## src/rtl/core/psq_pkg.sv

```systemverilog
`default_nettype none

package psq_pkg;

    localparam int VAL_W  = 128;
    localparam int ROOT_W = 64;
    localparam int REM_W  = ROOT_W + 2;
    localparam int SUB_W  = REM_W + 2;

    typedef struct packed {
        logic [REM_W-1:0]  rem;
        logic [ROOT_W-1:0] root;
        logic [VAL_W-1:0]  val;
    } t_cell_data;

endpackage

`default_nettype wire

```

## src/rtl/core/psq_out.sv

```systemverilog
`default_nettype none

module psq_out
    import psq_pkg::*;
(
    input  wire logic        i_clk,
    input  wire logic        i_rst_n,
    input  wire logic        i_valid,
    output logic             o_ready,
    input  wire t_cell_data  i_data,
    output logic             o_valid,
    input  wire logic        i_ready,
    output logic [ROOT_W-1:0] o_root,
    output logic             o_found
);

    logic              r_valid;
    logic [ROOT_W-1:0] r_root;
    logic              r_found;
    logic              n_found;

    assign n_found = (i_data.rem == '0);
    assign o_ready = !r_valid || i_ready;
    assign o_valid = r_valid;
    assign o_root  = r_root;
    assign o_found = r_found;

    always_ff @(posedge i_clk) begin
        if (!i_rst_n) begin
            r_valid <= 1'b0;
        end else if (o_ready) begin
            r_valid <= i_valid;
        end
    end

    always_ff @(posedge i_clk) begin
        if (o_ready && i_valid) begin
            r_found <= n_found;
            r_root  <= n_found ? i_data.root : '0;
        end
    end

    a_nonsquare_zero: assert property (@(posedge i_clk) disable iff (!i_rst_n)
        (r_valid && !r_found) |-> (r_root == '0))
        else $error("A non-square carries a nonzero root.");

    a_hold_stalled: assert property (@(posedge i_clk) disable iff (!i_rst_n)
        (r_valid && !i_ready) |=> (r_valid && $stable(r_root) && $stable(r_found)))
        else $error("A stalled result changed in the output register.");

    a_result_known: assert property (@(posedge i_clk) disable iff (!i_rst_n)
        r_valid |-> !$isunknown({r_root, r_found}))
        else $error("A valid result holds unknown bits.");

endmodule

`default_nettype wire

```

## config.mk

```make
export PLATFORM = sky130hd
export DESIGN_NAME = psq_out
export DESIGN_NICKNAME = d
export VERILOG_FILES = /design/src/rtl/core/psq_pkg.sv /design/src/rtl/core/psq_out.sv
export SDC_FILE = /design/constraint.sdc
export NUM_CORES = 1
export LEC_CHECK = 0
export BUFFER_PORTS_ARGS = -buffer_cell sky130_fd_sc_hd__clkbuf_2
export CORE_AREA = 2 2 128 130
export DETAILED_ROUTE_END_ITERATION = 6
export DIE_AREA = 0 0 130 132
export PLACE_DENSITY = 0.48
export SYNTH_ARGS = -nofsm -noshare
export SYNTH_HDL_FRONTEND = slang
export SYNTH_SLANG_ARGS = --single-unit
export TNS_END_PERCENT = 1
```

## constraint.sdc

```tcl
create_clock -name i_clk -period 2.35 [get_ports i_clk]
set_input_delay 0 -clock i_clk [delete_from_list [all_inputs] [get_ports i_clk]]
set_output_delay 0 -clock i_clk [all_outputs]
set_load 0.02 [all_outputs]
```

==> flow_summary.ini <==
[route]
routed_wl_microns = 9460
drtIter0Drc = 105
vias = 2524
highest_layer = met4
wl_met2_microns = 4550
dr_wl_met3_microns = 1020
vias_per_cell = 3.84
wl_per_cell_microns = 14.4
drc = 0
wl_met1_microns = 3690
antenna_left = 0
drtPass1Iterations = 4

[floorplanning]
core_sq_um = 15700
die_w_microns = 130
row_count = 46
start_util = 0.168
io_pins = 329
die_area_sq_um = 17200
die_h_microns = 132

[timing]
worst_pin_slew_ns = 0.420
hold_slack_ns = 0.0137
slew_headroom = 0.720
final_max_slew_viol_count = 0
tns_ns = 0
postLayoutSetupSlackWorst_ns = 0.863
fin_worst_skew_ns = 0.00431
final-setup-viol-count = 0
hold_viol = 0
min_period_over_period = 0.633
max_freq_ghz = 0.673
rsz0062_at_grt = false
finalCriticalPeriod_ns = 1.49

[yosys]
syn_avg_cell_area_sq_um = 15.3
synthTopCellsByArea = edfxtp_1 74%, and3_1 15%, nor4_1 3.5%, buf_6 2.1%, clkbuf_1 1.1%
synthCells = 173
ys_types = 16
synth_area_sq_um = 2650
synth_nets = 435
yosysTopAreaCell = edfxtp_1
ys_seq_area_frac = 0.745
synth_top_area_frac = 0.737
yosys_warnings = 0
yosys_register_bits = 66

[pwr]
power.internal_mw = 2.37
ir_drop_v = 0.000322
seqPwrFrac = 0.440
p_leak_nw = 2.33
sw_frac_of_total = 0.238
pwr-share-comb = 0.118
power_switching_uw = 738
power.share.clock = 0.442
power.density_nw_per_um2 = 645
power.total_mw = 3.10

[setup_path]
cpLargestDelayFamily = simple AND/OR/NAND/NOR gates
crit_path_end_kind = flip-flop
required_ns = 2.37
cp_slowest_cell = and2_4
crit_chain = nand2b_1 -> and2_4 -> buf_12
cp_max_fo = 39
critPathLaunchType = flip-flop
worstSetupPathType = flip-flop to flip-flop
timing.critical_path.buf_inv = 1
slowest_delay_ns = 0.42
cp.arrival_ns = 1.50

[cells_and_area]
layout_commonest_cell = clkbuf_2
multi_input_area_sq_um = 597
syn2layout_area_growth_pct = 81.6
layout_common_cells = 200 x clkbuf_2, 65 x edfxtp_1, 64 x and3_1
design_area_sq_um = 4810
nFillCells = 1621
final_nets = 696
seq_area_sq_um = 1970
fin_cells = 657
drive_above_1_share = 0.510
final_core_util = 0.306

[clocking]
cts_tree = yes
holdBufCountCts = 60
root_buffer = clkbuf_16
cts_resized = 0
htree_num_levels = 3
post-cts-setup-buffer-count = 0
clk_pin_slew_ns = 0.06
cts_buffers = 9
clock_latency_ns = 0.33
cts_buffer_depth = 2
clock_sinks = 66

[place]
dp_hpwl_microns = 6980
gp_congestion = 0.758
portBuffers = 200
place_ws_ns = 0.695
place_area_sq_um = 3900
place_inst = 579

[global_routing]
antenna_found_initial = 2
grt_max_degree = 66
gr-total-overflow = 0
grt_pass1_vias = 2838
grtUsageTotal = 0.113
grt_pass1_wl_microns = 14600

[worst_hold_path]
min_path_type = input pin to flip-flop

[flow_run]
max-cap-violations = 0

[outcome]
outcome = completed
-- cells in the mapped netlist (all sizes together) --
library cell,number
inv,1
nand4,3
nor4,16
buf,6
edfxtp,65
nand2,2
nor2,2
clkbuf,8
or4,1
and2,2
dfxtp,1
nand2b,1
and3,64
a21boi,1
-- cell families (layout without fill, tap and decap cells) --
| group | after synthesis | in the layout | synth area share |
|---|---|---|---|
| buffers and inverters | 15 | 281 | 0.0369 |
| AO/OA/AOI/OAI | 1 | 1 | 0.00284 |
| AND/OR/NAND/NOR | 91 | 91 | 0.216 |
| other | 0 | 2 | 0 |
| flip-flops | 66 | 66 | 0.745 |
-- layer usage --
metal / up-vias / GRT usage
met2: 162 / 0.194
met5: - / 0
met3: 11 / 0.0540
li1: 1203 / -
met4: 0 / 0.0424
met1: 1148 / 0.118
-- sequential cells by signal, summed over array words and instances, names as in the netlist --
name	count
o_valid	1
o_found	1
o_root	64
-- power by group through the flow --
stage | Combinational (mW) | Clock (mW) | Sequential, mW
floorplan | 0.0301 | 0 | 1.47
global placement | 0.290 | 0 | 1.39
detailed placement | 0.291 | 0 | 1.39
CTS | 0.372 | 1.43 | 1.37
global route | 0.398 | 1.49 | 1.37
finish | 0.367 | 1.37 | 1.37
-- final cells by class --
class,count,share of cell area
Timing Repair Buffer,264,0.345
Inverter,1,0.000781
Clock buffer,9,0.0468
Multi-Input combinational cell,92,0.124
Antenna cell,2,0.00104
Clock inverter,7,0.0164
Sequential cell,66,0.410
Tap cell,216,0.0562
-- final timing paths --
check	start	to	slack, ns	cells after the start
setup / recovery	o_valid$_SDFFE_PN0N_	o_root[18]$_SDFFCE_PP0P_	0.86	3
hold / removal	i_data[172]	o_root[44]$_SDFFCE_PP0P_	0.01	2
setup reg to reg	o_valid$_SDFFE_PN0N_	o_root[18]$_SDFFCE_PP0P_	0.86	3
hold reg to reg	o_valid$_SDFFE_PN0N_	o_root[11]$_SDFFCE_PP0P_	0.93	2
No activity file was read; power rests on OpenSTA's default activity.
