## src/rtl/core/psq_pkg.sv

```systemverilog
`default_nettype none

package psq_pkg;

    localparam int VAL_W  = 128;
    localparam int ROOT_W = 64;
    localparam int REM_W  = ROOT_W + 2;
    localparam int SUB_W  = REM_W + 2;

    typedef struct packed {
        logic [REM_W-1:0]  rem;
        logic [ROOT_W-1:0] root;
        logic [VAL_W-1:0]  val;
    } t_cell_data;

endpackage

`default_nettype wire

```

## src/rtl/core/psq_cell.sv

```systemverilog
`default_nettype none

module psq_cell
    import psq_pkg::*;
(
    input  wire logic       i_clk,
    input  wire logic       i_rst_n,
    input  wire logic       i_valid,
    output logic            o_ready,
    input  wire t_cell_data i_data,
    output logic            o_valid,
    input  wire logic       i_ready,
    output t_cell_data      o_data
);

    logic             r_valid;
    t_cell_data       r_data;
    t_cell_data       n_data;
    logic [SUB_W-1:0] rem_sh;
    logic [SUB_W-1:0] trial;
    logic [SUB_W-1:0] diff;
    logic             take;

    always_comb begin
        rem_sh = {i_data.rem, i_data.val[VAL_W-1 -: 2]};
        trial  = {2'b00, i_data.root, 2'b01};
        take   = (rem_sh >= trial);
        diff   = rem_sh - trial;
        n_data.rem  = take ? diff[REM_W-1:0] : rem_sh[REM_W-1:0];
        n_data.root = {i_data.root[ROOT_W-2:0], take};
        n_data.val  = {i_data.val[VAL_W-3:0], 2'b00};
    end

    assign o_ready = !r_valid || i_ready;
    assign o_valid = r_valid;
    assign o_data  = r_data;

    always_ff @(posedge i_clk) begin
        if (!i_rst_n) begin
            r_valid <= 1'b0;
        end else if (o_ready) begin
            r_valid <= i_valid;
        end
    end

    always_ff @(posedge i_clk) begin
        if (o_ready && i_valid) begin
            r_data <= n_data;
        end
    end

    a_rem_bound: assert property (@(posedge i_clk) disable iff (!i_rst_n)
        r_valid |-> ({1'b0, r_data.rem} <= {1'b0, r_data.root, 1'b0}))
        else $error("Partial remainder exceeds twice the partial root.");

    a_hold_stalled: assert property (@(posedge i_clk) disable iff (!i_rst_n)
        (r_valid && !i_ready) |=> (r_valid && $stable(r_data)))
        else $error("A stalled request changed inside the cell.");

    a_low_bits_clear: assert property (@(posedge i_clk) disable iff (!i_rst_n)
        r_valid |-> (r_data.val[1:0] == 2'b00))
        else $error("Shifted value lost its zero fill.");

endmodule

`default_nettype wire

```

## config.mk

```make
export PLATFORM = sky130hd
export DESIGN_NAME = psq_cell
export DESIGN_NICKNAME = d
export VERILOG_FILES = /design/src/rtl/core/psq_pkg.sv /design/src/rtl/core/psq_cell.sv
export SDC_FILE = /design/constraint.sdc
export NUM_CORES = 1
export LEC_CHECK = 0
export ABC_AREA = 1
export BUFFER_PORTS_ARGS = -buffer_cell sky130_fd_sc_hd__buf_2
export CAP_MARGIN = 10
export CORE_AREA = 2 2 201 203
export CTS_CLUSTER_DIAMETER = 50
export DETAILED_ROUTE_END_ITERATION = 6
export DIE_AREA = 0 0 203 205
export MAX_ROUTING_LAYER = met4
export SLEW_MARGIN = 40
export SYNTH_ARGS = -nofsm -noshare
export SYNTH_HDL_FRONTEND = slang
export SYNTH_SLANG_ARGS = --single-unit
```

## constraint.sdc

```tcl
create_clock -name i_clk -period 25.2 [get_ports i_clk]
set_input_delay 0 -clock i_clk [delete_from_list [all_inputs] [get_ports i_clk]]
set_output_delay 0 -clock i_clk [all_outputs]
set_load 0.01 [all_outputs]
```

==> impl_metrics.py, run 1 <==
metrics = {
    "floorplanning": {
        "design.die.area_um2": 41620,
        "io_pins": 522,
        "fp-row-count": 73,
        "die_h_um": 205,
        "initial_core_util": 0.3718,
        "core-area_um2": 39370,
        "die_w_um": 203,
    },
    "sta": {
        "worst_pin_slew_ps": 800.9,
        "clock_skew_ps": 13.87,
        "maxSlewHeadroom": 0.4620,
        "setup_tns_ps": 0,
        "fin_crit_sh": 0.1357,
        "finalMaxSlewViolations": 0,
        "rsz0062_at_grt": "no",
        "fin_crit_ps": 3420,
        "fmax_mhz": 292.4,
        "finalHoldViolations": 0,
        "setup_viol": 0,
    },
    "pwr": {
        "clockPowerShare": 0.367,
        "p_leak_nw": 10.85,
        "p_comb_frac": 0.231,
        "switchingPower_w": 0.0003879,
        "ir_drop_mv": 0.04277,
        "intPower_w": 0.0009124,
        "seqPwrFrac": 0.402,
        "total_power_w": 0.001300,
        "swShare": 0.2983,
        "power_density_nw_per_um2": 60.34,
    },
    "synth": {
        "yosys_warnings": 0,
        "synth_compound_area_frac": 0.04711,
        "yosys.area.top_type_share": 0.5253,
        "synth_top_family_by_area": "simple AND/OR/NAND/NOR gates",
        "yosysUniqueCellTypes": 34,
        "synth.cell_area_um2": 14640,
        "syn-mean-instance-area_um2": 8.349,
        "synthAdderAreaFrac": 0.05642,
        "synth-seq-cells": 257,
        "yosys-top-cells-area": "edfxtp_1 (53%), nand2_1 (17%), inv_1 (8.3%)",
        "synth-edff-count": 256,
        "synthCells": 1753,
        "synth-async-reset-ratio": 0,
        "synthMuxAreaShare": 0,
        "synth-simple-area-share": 0.2562,
        "yosysTopAreaCell": "edfxtp_1",
        "synth_ff_type": "edfxtp_1",
        "ys_seq_area_frac": 0.5266,
        "synthXorXnorAreaFrac": 0.01975,
    },
    "cells_and_area": {
        "layout_commonest_cell": "nand2_1",
        "area_growth_pct": 47.24,
        "fin_area_um2": 21550,
        "final_layout_size_suffix_gt1_frac": 0.2301,
        "layout_common_cells": "nand2_1 (666), buf_2 (519), inv_1 (325), dlygate4sd3_1 (259), edfxtp_1 (256)",
        "final_nets": 2886,
    },
    "global_routing": {
        "antenna_found_initial": 3,
        "grt.total_usage": 0.3099,
        "grt_first_pass_wirelength_mm": 92.74,
        "overflow": 0,
        "grt_max_degree": 72,
        "grt_pass1_vias": 14970,
    },
    "critical_path": {
        "worstSetupStartpointType": "input port",
        "worst_r2r_endpoint": "o_data[165]",
        "end_kind": "flop",
        "crit_required_ps": 25610,
        "regToRegStartpoint": "o_valid",
        "arrival_ps": 3830,
        "critical_path.max_fanout": 69,
        "r2r_slack_ps": 22760,
        "crit_type": "input port to flop",
        "r2r_cells": 4,
    },
    "clock_network": {
        "cts_tree": "yes",
        "clkSinkCount": 257,
        "htree_levels": 2,
        "cts_setup_buffers": 0,
        "cts.clk_slew.worst_paths_ps": 60,
        "cts_buffers": 34,
        "root_buffer": "clkbuf_16",
        "clockBufferDepth": 3,
        "clock_latency_ps": 540,
    },
    "worst_hold_path": {
        "hp-start": "i_ready",
        "min_delay_path_depth": 4,
        "min-delay-path-class": "input port to flop",
        "hold-path-endpoint": "o_data[66]",
    },
    "drt": {
        "routed_wl_mm": 63.55,
        "drc": 0,
        "drt_pre_antenna_iters": 7,
        "wire_per_inst_um": 20.44,
        "route.vias.total": 14820,
        "drtAntennaViolNets": 0,
        "routed_via_density": 4.767,
        "dr.first_iter.drc_count": 966,
    },
    "placement": {
        "port_buffers": 519,
        "dpl.hpwl_mm": 49.70,
        "place_area_um2": 17840,
        "gp_congestion": 0.9189,
    },
    "outcome": {
        "status": "complete, no violations",
    },
    "job": {
        "drv_cap": 0,
    },
}
==> sequential cells by signal, summed over array words and instances (netlist names) <==
| register | flops |
|---|---|
| o_valid | 1 |
| o_data | 256 |
==> how the worst max path moves through the flow <==
stage | start | cells after the start | slack [ps] | end
2_1_floorplan | o_valid | 1 | 11590 | o_data[100]
3_3_place_gp | i_data[146] | 15 | 21710 | o_data[244]
3_5_place_dp | i_data[153] | 15 | 21850 | o_data[256]
4_1_cts | i_data[152] | 16 | 21830 | o_data[256]
5_1_grt | i_data[152] | 16 | 21600 | o_data[238]
6_report | i_data[153] | 16 | 21780 | o_data[256]
==> critical path, cell delays in order <==
cell and delay (ps):
dlygate4sd3_1 570, buf_2 140, inv_1 50, ha_1 340
nand2_1 150, nor2_1 110, nand2_1 260, inv_1 150
nand3_1 200, o21bai_1 90, a21oi_1 350, nand2_8 390
inv_2 120, buf_4 600, nand2_1 140, nand2_1 110
==> through the flow <==
step | std cells | util | setup WS [ps] | hold slack [ps]
2_1_floorplan | 1754 | - | 11590 | 98.87
3_3_place_gp | 2787 | 0.4526 | 21710 | 176.5
3_5_place_dp | 2788 | 0.4532 | 21850 | 178.1
4_1_cts | 3106 | 0.5470 | 21830 | 51.93
5_1_grt | 3109 | 0.5474 | 21600 | 79.89
6_report | 3109 | 0.5474 | 21780 | 73.01
==> cells by family after synthesis <==
| kind of cell | count (synthesis) |
|---|---|
| buf+inv | 345 |
| simple gates | 923 |
| compound gates | 128 |
| xor+xnor | 33 |
| other cells | 1 |
| flops | 257 |
| fa+ha+maj | 66 |
==> layout make-up <==
type	count	area [µm²]
clock buffer	43	925.9
clock inverter	16	176.4
antenna	3	7.507
tap	525	656.9
fill	3653	17820
inverter	328	1231
timing repair buffer	785	5258
multi-input combinational	1152	5587
sequential	257	7707
==> power by group through the flow <==
stage | sequential, W | combinational, W | clock [W]
global placement | 0.000531 | 0.000264 | 0
floorplan | 0.000559 | 0.000130 | 0
CTS | 0.000522 | 0.000300 | 0.000484
detailed placement | 0.000530 | 0.000266 | 0
global route | 0.000525 | 0.000330 | 0.000500
finish | 0.000523 | 0.000301 | 0.000477
==> synthesized netlist by cell type (4+ instances only) <==
master,instances
nand2_1,666
inv_1,325
edfxtp_1,256
nor2_1,109
nand3_1,85
a21oi_1,79
ha_1,66
xor2_1,30
o21ai_0,28
nand4_1,17
nor3_1,15
nand3b_1,13
o21bai_1,11
buf_6,7
buf_2,6
a21boi_0,4
buf_4,4
nor2_2,4
nor4_1,4
==> routing by layer <==
metal | GRT usage | share of wire | vias up | wire, µm
met5 | - | 0 | - | 0
met3 | 0.03786 | 0.051 | 100 | 3268
li1 | - | - | 7202 | -
met1 | 0.3821 | 0.43 | 6982 | 27070
met2 | 0.5275 | 0.49 | 537 | 31110
met4 | 0.1069 | 0.033 | 0 | 2101
==> repair_timing <==
action / CTS / global route
hold endpoints to repair: 267 / 0
hold buffers: 259 / 0
resized for setup: 0 / 0
Note: power is estimated with default switching activity, not from simulation.
==> run 2: changes to the inputs <==
clock period = 3.4 ns   (was 25.2 ns; I/O delays follow)
==> impl_metrics.py, run 2 (synthesis gave the netlist of run 1 again) <==
metrics = {
    "outcome": {
        "status": "complete, no violations",
    },
    "cells_and_area": {
        "largest_reg_flops": 256,
        "fill_cells": 3618,
        "layout_common_cells": "nand2_1 (666), buf_2 (519), inv_1 (325), dlygate4sd3_1 (258), edfxtp_1 (256)",
        "final_layout_size_suffix_gt1_frac": 0.2316,
        "final_nets": 2891,
        "final_core_util": 0.5497,
        "stdcell_count": 3113,
        "area_growth_pct": 47.86,
        "layout_commonest_cell": "nand2_1",
    },
    "sta": {
        "rsz0062_at_grt": "no",
        "finalMaxSlewViolations": 0,
        "maxSlewHeadroom": 0.5046,
        "fin_crit_ps": 3041,
        "fmax_mhz": 328.8,
        "clock_skew_ps": 7.773,
        "finalHoldViolations": 0,
        "worst_pin_slew_ps": 741.4,
        "holdWs_ps": 52.57,
        "setup_viol": 0,
        "fin_crit_sh": 0.8945,
    },
    "floorplanning": {
        "design.die.area_um2": 41620,
        "core-area_um2": 39370,
        "die_w_um": 203,
        "die_h_um": 205,
        "fp-row-count": 73,
        "initial_core_util": 0.3718,
        "io_pins": 522,
    },
    "placement": {
        "place_inst": 2794,
        "gp_congestion": 0.9704,
        "dpl.hpwl_mm": 48.88,
        "port_buffers": 519,
    },
    "worst_hold_path": {
        "hp-start": "i_ready",
        "hold-path-endpoint": "o_data[162]",
        "min-delay-path-class": "input port to flop",
        "min_delay_path_depth": 3,
    },
    "global_routing": {
        "grt_first_pass_wirelength_mm": 92.06,
        "grt_pass1_vias": 15220,
        "overflow": 0,
        "antenna_found_initial": 2,
        "grt_max_degree": 89,
        "grt.total_usage": 0.3059,
    },
    "critical_path": {
        "end_kind": "flop",
        "r2r_slack_ps": 1540,
        "worst_r2r_endpoint": "o_data[198]",
        "crit_type": "input port to flop",
        "arrival_ps": 3450,
        "r2r_cells": 2,
        "crit_required_ps": 3810,
        "critical_path.max_fanout": 39,
        "crit_start": "i_data[149]",
        "regToRegStartpoint": "o_valid",
        "worstSetupStartpointType": "input port",
    },
    "drt": {
        "drt_pre_antenna_iters": 5,
        "dr_wl_met3_mm": 3.003,
        "routed_wl_mm": 62.73,
        "wire_per_inst_um": 20.15,
        "drtAntennaViolNets": 0,
        "dr.first_iter.drc_count": 796,
        "routed-wl-met2_mm": 30.92,
        "dr.max_layer_used": "met4",
        "routed_via_density": 4.733,
        "drt-met1-wl_mm": 27.09,
        "route.vias.total": 14740,
        "drc": 0,
    },
    "clock_network": {
        "htree_levels": 2,
        "cts.clk_slew.worst_paths_ps": 60,
        "root_buffer": "clkbuf_16",
        "cts_buffers": 34,
        "clock_latency_ps": 540,
        "clkSinkCount": 257,
        "ctsResizeCount": 0,
        "clockBufferDepth": 3,
        "cts_tree": "yes",
    },
    "pwr": {
        "power_density_nw_per_um2": 451.0,
        "seqPwrFrac": 0.397,
        "switchingPower_w": 0.002888,
        "p_comb_frac": 0.227,
        "clockPowerShare": 0.376,
        "p_leak_nw": 10.89,
        "swShare": 0.2959,
        "intPower_w": 0.006872,
        "ir_drop_mv": 0.3578,
    },
    "job": {
        "drv_cap": 0,
    },
}
run 2: area by class of cell:
cell class / instances / area (µm²) / share of cell area
clock buffer: 39 / 890.9 / 0.04117
inverter: 328 / 1231 / 0.05690
tap: 525 / 656.9 / 0.03036
clock inverter: 20 / 246.5 / 0.01139
sequential: 257 / 7709 / 0.3562
antenna: 2 / 5.005 / 0.0002313
timing repair buffer: 790 / 5328 / 0.2462
multi-input combinational: 1152 / 5573 / 0.2575
run 2: worst max-delay path: stages:
cell	delay (ps)
dlygate4sd3_1	560
buf_2	140
inv_1	40
ha_1	330
nand2_1	110
nor2_1	200
nand2_1	130
nor2_1	320
nand3_1	220
o21bai_1	180
a21oi_1	100
nand2_2	310
buf_4	490
nand3_1	150
nand2_1	90
run 2: worst max-delay path by stage:
stage | end | cells after the start
final | o_data[237] | 15
after detailed placement | o_data[226] | 14
after CTS | o_data[237] | 15
after global placement | o_data[257] | 14
after global routing | o_data[255] | 15
after floorplan | o_data[100] | 1
run 2: power by group through the flow:
stage          Combinational (W)  Clock (W)  Sequential [W]
6_report                 0.00222    0.00367         0.00387
4_1_cts                  0.00221    0.00374         0.00387
5_1_grt                  0.00243    0.00386         0.00389
3_3_place_gp             0.00194          0         0.00393
3_5_place_dp             0.00195          0         0.00393
2_1_floorplan           0.000963          0         0.00408
run 2: layer usage:
metal  up-vias  GRT usage
met2       512     0.5258
met5         -          -
met3        84    0.04263
met1      6925     0.3759
li1       7214          -
met4         0    0.08916
run 2: timing repair:
action | CTS | global route
endpoints found under the hold margin | 268 | 0
setup buffers | 0 | 0
hold buffers | 258 | 0
run 2: per-stage QoR:
stage                     setup slack [ps]  TNS [ps]  instance area [µm²]  total power (W)
after floorplan                      -1582   -405050                14650         0.005048
after global placement               438.0         0                17910         0.005874
after detailed placement             387.4         0                17910         0.005882
after CTS                            389.4         0                21630         0.009816
after global routing                 46.29         0                21640          0.01018
final                                358.9         0                21640         0.009760
==> run 3: changes to the inputs <==
ABC_AREA = default   (was 1)
CORE_AREA = 2 2 206 208   (was 2 2 201 203)
DIE_AREA = 0 0 208 210   (was 0 0 203 205)
clock period = 2.7 ns   (was 3.4 ns; I/O delays follow)
==> impl_metrics.py, run 3 <==
metrics = {
    "floorplanning": {
        "initial_core_util": 0.3117,
        "die_w_um": 208,
        "fp-row-count": 75,
        "io_pins": 522,
        "design.die.area_um2": 43680,
        "core-area_um2": 41480,
        "die_h_um": 210,
    },
    "synth": {
        "synth-edff-count": 256,
        "ys_top_cells_by_count": "edfxtp_1 (256), a21oi_1 (82), inv_1 (79)",
        "synth.most_common_cell": "edfxtp_1",
        "ys_seq_area_frac": 0.5962,
        "synthAdderAreaFrac": 0.06388,
        "syn-mean-instance-area_um2": 12.65,
        "synth-seq-cells": 257,
        "yosys_warnings": 0,
        "synth-simple-area-share": 0.08169,
        "yosysUniqueCellTypes": 69,
        "synth.cell_area_um2": 12930,
        "yosysTopAreaCell": "edfxtp_1",
        "synthCells": 1022,
        "synth-async-reset-ratio": 0,
        "synth_ff_type": "edfxtp_1",
        "synth_compound_area_frac": 0.1228,
        "yosys-top-cells-area": "edfxtp_1 (59%), ha_1 (6.4%), mux2_2 (3.2%)",
        "synth_top_family_by_area": "compound AO/OA/AOI/OAI gates",
        "synthMuxAreaShare": 0.05798,
        "yosys.area.top_type_share": 0.5947,
        "synthXorXnorAreaFrac": 0.03930,
    },
    "clock_network": {
        "cts_tree": "yes",
        "htree_levels": 2,
        "clock_latency_ps": 570,
        "clockBufferDepth": 3,
        "clkSinkCount": 257,
        "cts.clk_slew.worst_paths_ps": 50,
        "root_buffer": "clkbuf_16",
        "cts_buffers": 42,
    },
    "sta": {
        "rsz0062_at_grt": "yes",
        "fmax_mhz": 374.2,
        "fin_crit_sh": 0.9898,
        "worst_pin_slew_ps": 676.4,
        "fin_crit_ps": 2673,
        "clock_skew_ps": 21.37,
        "finalMaxSlewViolations": 0,
        "finalHoldViolations": 0,
        "maxSlewHeadroom": 0.5491,
        "setup_tns_ps": 0,
        "holdWs_ps": 43.37,
        "setup_viol": 0,
    },
    "cells_and_area": {
        "stdcell_count": 2648,
        "largest_reg_flops": 256,
        "fill_cells": 3571,
        "layout_commonest_cell": "buf_2",
        "fin_area_um2": 22590,
        "layout_common_cells": "buf_2 (510), dlygate4sd3_1 (259), edfxtp_1 (256), buf_4 (247), a21oi_1 (81)",
        "final_layout_size_suffix_gt1_frac": 0.4526,
        "area_growth_pct": 74.71,
        "final_nets": 2397,
    },
    "critical_path": {
        "arrival_ps": 2970,
        "worst_path_most_repeated_cell": "or4_4",
        "crit_type": "input port to flop",
        "end_kind": "flop",
        "cp.buffers_inverters": 3,
        "max_stage_delay_ps": 570,
        "worstSetupStartpointType": "input port",
        "critical_path.max_fanout": 11,
        "path_cells": "buf_4 -> inv_8 -> ha_4 -> nand4_1 -> or4_4 -> or4_4 -> o211a_4 -> a31oi_4 -> a2bb2oi_4 -> bufbuf_16 -> mux2_2",
        "crit_family": "simple AND/OR/NAND/NOR gates",
        "cpMaxStageDelayCell": "or4_4",
        "crit_required_ps": 3000,
    },
    "pwr": {
        "power_density_nw_per_um2": 603.5,
        "p_comb_frac": 0.243,
        "p_leak_nw": 10.14,
        "intPower_w": 0.009841,
        "ir_drop_mv": 0.4826,
        "swShare": 0.2779,
        "switchingPower_w": 0.003788,
        "clockPowerShare": 0.397,
        "seqPwrFrac": 0.360,
    },
    "placement": {
        "place_inst": 2293,
        "gp_congestion": 0.9166,
        "dpl.hpwl_mm": 39.29,
        "port_buffers": 519,
        "place_area_um2": 18100,
    },
    "global_routing": {
        "grt_first_pass_wirelength_mm": 78.11,
        "grt_pass1_vias": 13180,
        "grt.total_usage": 0.2405,
        "antenna_found_initial": 8,
        "grt_max_degree": 108,
        "overflow": 0,
    },
    "drt": {
        "wire_per_inst_um": 20.19,
        "drtAntennaViolNets": 0,
        "drt_pre_antenna_iters": 7,
        "dr.first_iter.drc_count": 888,
        "routed_wl_mm": 53.47,
        "route.vias.total": 12720,
        "drc": 2,
        "routed_via_density": 4.803,
    },
    "outcome": {
        "violations": "design-rule violations",
        "status": "finished with violations",
    },
    "job": {
        "drv_cap": 0,
    },
    "worst_hold_path": {
        "min-delay-path-class": "input port to flop",
    },
}
## run 3: cell types whose count changed in the layout (fill, tap and decap cells not counted), moves of 13 or more
cell | previous run | this run
a21o_1 | 1 | 30
buf_4 | 9 | 247
ha_1 | 66 | 50
ha_4 | 0 | 14
inv_1 | 325 | 71
mux2_2 | 0 | 20
mux2_4 | 0 | 31
nand2_1 | 666 | 61
nand3_1 | 85 | 14
nor2_1 | 109 | 45
o21ai_0 | 28 | 41
xnor2_1 | 3 | 36
## run 3: worst paths after layout
check / from / end / slack [ps] / cells after the start
setup / recovery: i_data[166] / o_data[221] / 30 / 11
hold / removal: i_ready / o_data[199] / 40 / 3
setup reg to reg: o_valid / o_data[95] / 1090 / 3
hold reg to reg: o_valid / o_data[199] / 780 / 2
## run 3: layer usage
metal,routed length (µm),track usage
met3,3494,0.05423
met1,21840,0.2864
met2,26440,0.4052
met5,0,-
met4,1687,0.07777
## run 3: logic make-up after synthesis
| logic type | count (synthesis) |
|---|---|
| flops | 257 |
| compound gates | 246 |
| simple gates | 215 |
| buf+inv | 112 |
| mux | 67 |
| fa+ha+maj | 66 |
| xor+xnor | 58 |
| other cells | 1 |
## run 3: timing repair
item	4_1_cts	5_1_grt
hold buffers	259	0
cloned	1	4
hold endpoints to repair	262	0
setup buffers	4	3
setup endpoints to repair	51	65
pin swaps	4	5
gates resized for setup	2	66
## run 3: power groups by stage
stage | Clock, W | Sequential (W) | Combinational, W
after floorplan | 0 | 0.00516 | 0.00123
after detailed placement | 0 | 0.00498 | 0.00280
after CTS | 0.00553 | 0.00491 | 0.00315
final | 0.00541 | 0.00491 | 0.00331
after global routing | 0.00570 | 0.00493 | 0.00356
after global placement | 0 | 0.00498 | 0.00277
## run 3: layout make-up
cell class / count / area (µm²) / share of cell area
tap: 539 / 674.4 / 0.02986
inverter: 79 / 304.0 / 0.01346
multi-input combinational: 654 / 5129 / 0.2271
timing repair buffer: 1035 / 7345 / 0.3252
clock inverter: 30 / 339.1 / 0.01501
antenna: 8 / 20.02 / 0.0008864
clock buffer: 46 / 1066 / 0.04720
sequential: 257 / 7709 / 0.3413
## run 3: worst reg2reg max path: stages, from the launching register on
cell and delay (ps):
dfxtp_2 330, nand2b_4 60, and2_4 250, buf_12 420
## run 3: per-stage QoR
step	total power, W	setup slack, ps	utilization
after floorplan	0.006392	-200.7	-
after global placement	0.007747	-734.3	0.4365
after detailed placement	0.007782	-686.4	0.4365
after CTS	0.01359	3.344	0.5347
after global routing	0.01419	-50.14	0.5445
final	0.01363	27.44	0.5445
